==> src/hdl/ftrc_pkg.sv <==
`timescale 1ns / 1ps
// ----------------------------------------------------------------------------
// ftrc_pkg: shared types and constants of the five-tuple rule classifier
// Word formats on both channels, the stored rule layout and the control
// structs between the controller and the datapath.
// ----------------------------------------------------------------------------
package ftrc_pkg;

    localparam int DEF_MAX_RULES = 64;
    localparam int DEF_RANK_BITS = 16;
    localparam int ID_W          = 6;
    localparam int RANK_W        = 16;

    localparam logic [3:0] IPV4_VERSION = 4'd4;

    localparam logic ACT_ADD    = 1'b0;
    localparam logic ACT_LOOKUP = 1'b1;

    localparam logic [1:0] ST_ADDED = 2'd0;
    localparam logic [1:0] ST_FULL  = 2'd1;
    localparam logic [1:0] ST_MATCH = 2'd2;
    localparam logic [1:0] ST_MISS  = 2'd3;

    typedef struct packed {
        logic        action;
        logic [3:0]  ip_version;
        logic [7:0]  protocol;
        logic [15:0] l4_src;
        logic [15:0] l4_dst;
        logic [31:0] src_addr;
        logic [31:0] src_addr_mask;
        logic [31:0] dst_addr;
        logic [31:0] dst_addr_mask;
        logic [15:0] rule_rank;
    } t_in_word;

    typedef struct packed {
        logic [1:0]        status;
        logic [ID_W-1:0]   matched_id;
        logic [RANK_W-1:0] matched_rank;
    } t_out_word;

    // rule as held in the table, rank kept in a separate memory
    typedef struct packed {
        logic [3:0]  ip_version;
        logic [7:0]  protocol;
        logic [15:0] l4_src;
        logic [15:0] l4_dst;
        logic [31:0] src_addr;
        logic [31:0] src_addr_mask;
        logic [31:0] dst_addr;
        logic [31:0] dst_addr_mask;
    } t_rule_key;

    typedef struct packed {
        logic [3:0]  ip_version;
        logic [7:0]  protocol;
        logic [15:0] l4_src;
        logic [15:0] l4_dst;
        logic [31:0] src_addr;
        logic [31:0] dst_addr;
    } t_flow_key;

    typedef struct packed {
        logic capture;   // take the accepted word
        logic wr_en;     // store the accepted rule at the fill count
        logic rd_en;     // read the rule at the scan index, advance it
        logic out_load;  // move the result into the output register
    } t_dp_cmd;

    typedef struct packed {
        logic full;
        logic count_zero;
        logic last_rd;
        logic out_free;
    } t_dp_sts;

endpackage

==> src/hdl/ftrc_ctrl.sv <==
`timescale 1ns / 1ps
// ----------------------------------------------------------------------------
// ftrc_ctrl: classifier sequencer
// Accepts a word, decides between add and table scan, steps the scan and
// hands the result to the output register.
// ----------------------------------------------------------------------------
module ftrc_ctrl (
    input  logic            i_clk,
    input  logic            i_rst_n,
    input  logic            i_in_valid,
    input  logic            i_action,
    input  ftrc_pkg::t_dp_sts i_sts,
    output logic            o_in_ready,
    output ftrc_pkg::t_dp_cmd o_cmd
);
    import ftrc_pkg::*;

    typedef enum logic [3:0] {
        S_IDLE  = 4'b0001,
        S_SCAN  = 4'b0010,
        S_DRAIN = 4'b0100,
        S_DONE  = 4'b1000
    } t_state;

    t_state r_state, n_state;
    logic   w_accept;

    assign o_in_ready = (r_state == S_IDLE);
    assign w_accept   = i_in_valid && o_in_ready;

    always_comb begin
        n_state = r_state;
        o_cmd   = '0;
        unique case (r_state)
            S_IDLE: begin
                if (w_accept) begin
                    o_cmd.capture = 1'b1;
                    if (i_action == ACT_ADD) begin
                        o_cmd.wr_en = !i_sts.full;
                        n_state     = S_DONE;
                    end else if (i_sts.count_zero) begin
                        n_state = S_DONE;
                    end else begin
                        n_state = S_SCAN;
                    end
                end
            end
            S_SCAN: begin
                o_cmd.rd_en = 1'b1;
                if (i_sts.last_rd) begin
                    n_state = S_DRAIN;
                end
            end
            // last rule's read data is compared here
            S_DRAIN: begin
                n_state = S_DONE;
            end
            S_DONE: begin
                if (i_sts.out_free) begin
                    o_cmd.out_load = 1'b1;
                    n_state        = S_IDLE;
                end
            end
            default: begin
                n_state = S_IDLE;
            end
        endcase
    end

    always_ff @(posedge i_clk) begin
        if (!i_rst_n) begin
            r_state <= S_IDLE;
        end else begin
            r_state <= n_state;
        end
    end

endmodule

==> config.mk <==
export PLATFORM = sky130hd
export DESIGN_NAME = ftrc_ctrl
export DESIGN_NICKNAME = d
export VERILOG_FILES = /design/src/hdl/ftrc_pkg.sv /design/src/hdl/ftrc_ctrl.sv
export SDC_FILE = /design/constraint.sdc
export NUM_CORES = 1
export LEC_CHECK = 0
export BUFFER_PORTS_ARGS = -buffer_cell sky130_fd_sc_hd__clkbuf_2
export CAP_MARGIN = 20
export CORE_AREA = 3 3 40 42
export CTS_CLUSTER_DIAMETER = 200
export CTS_CLUSTER_SIZE = 30
export DETAILED_ROUTE_END_ITERATION = 8
export DIE_AREA = 0 0 43 45
export GPL_TIMING_DRIVEN = 0
export SLEW_MARGIN = 20
export SYNTH_ARGS = -nofsm -noshare
export SYNTH_HDL_FRONTEND = slang
export SYNTH_SLANG_ARGS = --single-unit
==> constraint.sdc <==
create_clock -name i_clk -period 1.09 [get_ports i_clk]
set_input_delay 0 -clock i_clk [delete_from_list [all_inputs] [get_ports i_clk]]
set_output_delay 0 -clock i_clk [all_outputs]
set_load 0.005 [all_outputs]
## Yosys cells after proc, flatten, opt, wreduce, memory -nomap -nowiden

Index checks and enable logic that the tools add are counted.

| storage, ports and cells | value |
|---|---|
| register bits after elaboration | 4 |
| output and inout bits | 5 |

| cells by class | value |
|---|---|
| reduce and logical (&&, ||, !) cells | 3 |
| mux-type cells | 12 |
| eq/ne operators | 7 |

Operators with widths:

| operator | number |
|---|---|
| 2-to-1 mux 4 bit | 5 |
| one-hot mux 4 bit (4 select lines) | 1 |
| equality test 4 x 1 -> 1 bit (second input constant) | 1 |
| equality test 4 x 2 -> 1 bit (second input constant) | 1 |
| equality test 4 x 3 -> 1 bit (second input constant) | 1 |
| equality test 4 bit (second input constant) | 1 |
| 2-to-1 mux 1 bit | 4 |
| 2-to-1 mux 2 bit | 2 |
| != test 2 bit (second input constant) | 2 |
| AND reduction 3 bit | 1 |
| != test 2 x 1 -> 1 bit (second input constant) | 1 |
| logical AND 1 bit | 1 |
| logical NOT 1 bit | 1 |

## Depth between registers and ports, before layout

| depth | value |
|---|---|
| depth in word-level cells | 4 |
| depth in mapped cells | 6 |
| gate-level depth less buffers | 6 |

## Worst setup path before layout

OpenSTA, ideal clock, no wires.

| path | value |
|---|---|
| kind | reg-to-reg |
| from | register r_state[0] |
| to | register r_state[3] |
| library setup time | 0.086 ns |
| period minus slack after synthesis | 1.087 ns |
| stages on the path, launching flop included | 4 |
| arrival | 1.000 ns |
| slack | 0.003 ns |
| path buffers | 0 |
| data required time | 1.004 ns |
| cells stage by stage | dfxtp_1 > nand2b_1 > a211o_1 > a221oi_2 |

| on the way | value |
|---|---|
| word-level cells in the longest chain between the ends | 4 |
| elaborated cells on any way between the ends | 10 |
| classes of those cells | eq/ne: 7; mux: 1; reduce/logical: 2 |

RTL lines:

| item | RTL line | RTL |
|---|---|---|
| start, declared | ftrc_ctrl.sv:25 | `t_state r_state, n_state;` |
| start signal, assigned | ftrc_ctrl.sv:74 | `r_state <= n_state;` |
| equality test 4 x 1 -> 1 bit | ftrc_ctrl.sv:28, ftrc_ctrl.sv:34 |  |
| logical AND 1 bit | ftrc_ctrl.sv:29 | `assign w_accept = i_in_valid && o_in_ready;` |
| != test 2 x 1 -> 1 bit (no line) | -- |  |
| AND reduction 3 bit (no line) | -- |  |

Several ways; a longest one is shown, not always the timed one.
A chain may end at the register's enable or synchronous reset.

==> qor.txt <==
number of instances in the placed design: 58
Final GP Congestion: 0.732
crit path launch: r_state[1]
total number of vias: 314
R2R cell count: 6
register area share after synthesis: 29.1%
commonest cells after routing, fill and taps aside: clkbuf_2, buf_4, clkbuf_4, dfxtp_4
hold_sp: i_sts[1]
Initial Util: 21.4%
# IOs: 13
Compound-Gate Fraction of Synth Area: 20.5%
vias per cell: 4.62
Syn Inst Count: 31
crit share post-route: 109%
Avg Synthesized Cell Area: 8.88 sq um
largest family of logic cells by synthesized area: simple AND/OR/NAND/NOR gates
max_slew headroom: 81.3%
syn nets: 39
Max Root-Sink Buffers: 2
Fillers: 136
vias in the first global route: 314
Pwr Density: 1160 mW/mm^2
RSZ-0062 raised after global routing: true
CP startpoint kind: register
initial DRC count: 1
total CTS buffers: 3
All-Layer GR Usage: 8.89%
leakage: 0.000229 uW
Yosys reg bits: 4
Top Usage Layer GRT: met2
Yosys warning count: 0
Final Skew: 0.00410 ns
Critical Path AT: 1.19 ns
status: finished with violations
FP Rows: 13
top_reg_cell synth: dfxtp_1
Largest regs: r_state (4)
Max Clk Rate: 839 MHz
failing checks: setup timing
Max FO, Critical Path: 4
Netlist cell types: 19
Root Driver: clkbuf_4
final hold vios: 0
max-cap violations: 0
post-synthesis xor/xnor area fraction: 3.18%
IR drop worst, VDD: 0.762 mV
GRT met1 Usage: 7.43%
clk_lat worst skew: 0.24 ns
DIE HEIGHT: 45 microns
PortBufs: 12
Biggest register: r_state
r2r setup slk: -0.09 ns
Clock Sinks: 4
first-pass GRT wire length: 1200 microns
Min Clock Period, post-route: 1.19 ns
total length of routed wires: 743 microns
WS Path Type: register to primary output
CP endpoint kind: primary output
per-cell routed wire length: 10.9 microns
Final #Nets: 63
worst setup margin: -0.102 ns
grt met3 use: 7.97%
max reg flops: 4
CTS HTree Levels: 1
hold crit path type: primary input to register
worst-margin pin slew: 0.280 ns
Area Overhead vs Synth: 69.1%
1st-pass router iterations: 2
Die Wd: 43 microns
CTS tree: done
Reg clk slew, reported paths: 0.04 ns
Setup crit end: o_cmd[2]
Layout Utilization: 36.2%
Post-Synth Adder-Cell Area: 0%
Post-Syn Area: 275 sq um
largest net degree at the start of global routing: 9
WP data required: 1.09 ns
Die ar.: 0.00194 sq mm
met2 Track Usage GR: 15.9%
fraction of layout cells with a size suffix above 1: 66.0%
fin. max-slew vios: 0
grt ovf: 0
ys async rst share: 0%
initial antenna violation count: 0
ANT nets after route: 0
Inserted Diodes: 0
worst reg2reg startpoint: r_state[1]
Worst R2R End: r_state[1]
Post-Synth Simple-Gate Area: 43.2%
commonest non-fill, non-tap cell in the layout: clkbuf_2
Setup Viol. Count Final: 8
Post-synth EDFFs: 0
mux cell area share after synthesis: 0%
drc violations: 0
non-filler cells, final: 68
core box area: 0.00128 sq mm
[cells in the mapped netlist (2+ instances only)]
master	number	area, sq um
nand3b_1	2	15.0
and3_1	2	12.5
nand2b_1	2	12.5
o21ai_0	3	15.0
nand2_1	3	11.3
dfxtp_1	4	80.1
inv_1	3	11.3
[worst max-delay path, cell delays in order, from the launching register on]
cell and delay [ns]:
dfxtp_2 0.34, nor2_4 0.12, nand3b_1 0.12, inv_2 0.08
nand2_2 0.06, nor3_2 0.10, buf_2 0.13
[cells by family (layout without fill, tap and decap cells)]
kind of cell,after synthesis,after routing
and+or+nand+nor,16,16
xor gates and xnor gates,1,1
DFF,4,4
AOI/OAI and AO/OA,7,7
buffers and inverters,3,25
[what timing repair did]
action / CTS / global route
pin swaps: 8 / 3
hold endpoints to repair: 1 / 0
setup buffers: 7 / 2
resized for setup: 15 / 3
hold buffers: 1 / 0
endpoints found under the setup margin: 8 / 8
gates cloned: 0 / 0
[worst min-delay path by stage]
stage,endpoint,slack (ns),cells after the start
detailed placement,r_state[0],0.19,2
floorplan,o_cmd[2],0.03,1
global placement,r_state[0],0.19,2
CTS,r_state[2],0.002,2
global route,r_state[2],0.005,2
finish,r_state[2],0.008,2
[stage by stage]
stage | power (uW) | TNS [ns] | hold slack [ns] | cell area (sq um) | setup WS [ns]
CTS | 533 | -0.326 | 0.00248 | 450 | -0.131
detailed placement | 296 | -0.375 | 0.190 | 354 | -0.118
global route | 588 | -0.922 | 0.00524 | 465 | -0.204
floorplan | 252 | 0 | 0.0342 | 275 | 0.00334
finish | 539 | -0.358 | 0.00842 | 465 | -0.102
global placement | 296 | -0.318 | 0.189 | 354 | -0.109
[power by group]
part	switching (uW)	internal (uW)
clock network	61.5	123
logic	68.9	104
registers	23.1	158
[routing by layer]
layer	routed length, microns	share of wire, %
met5	0	0
met4	0	0
met3	75	10
met2	398	54
met1	269	36
[final cells by class]
class	instances	area [sq um]	area share [%]
timing repair buffer	19	118	25.3
inverter	3	11.3	2.42
multi-input combinational	24	203	43.5
sequential	4	92.6	19.9
clock buffer	3	22.5	4.84
tap	15	18.8	4.03
Power figures use the tool's default switching activity.
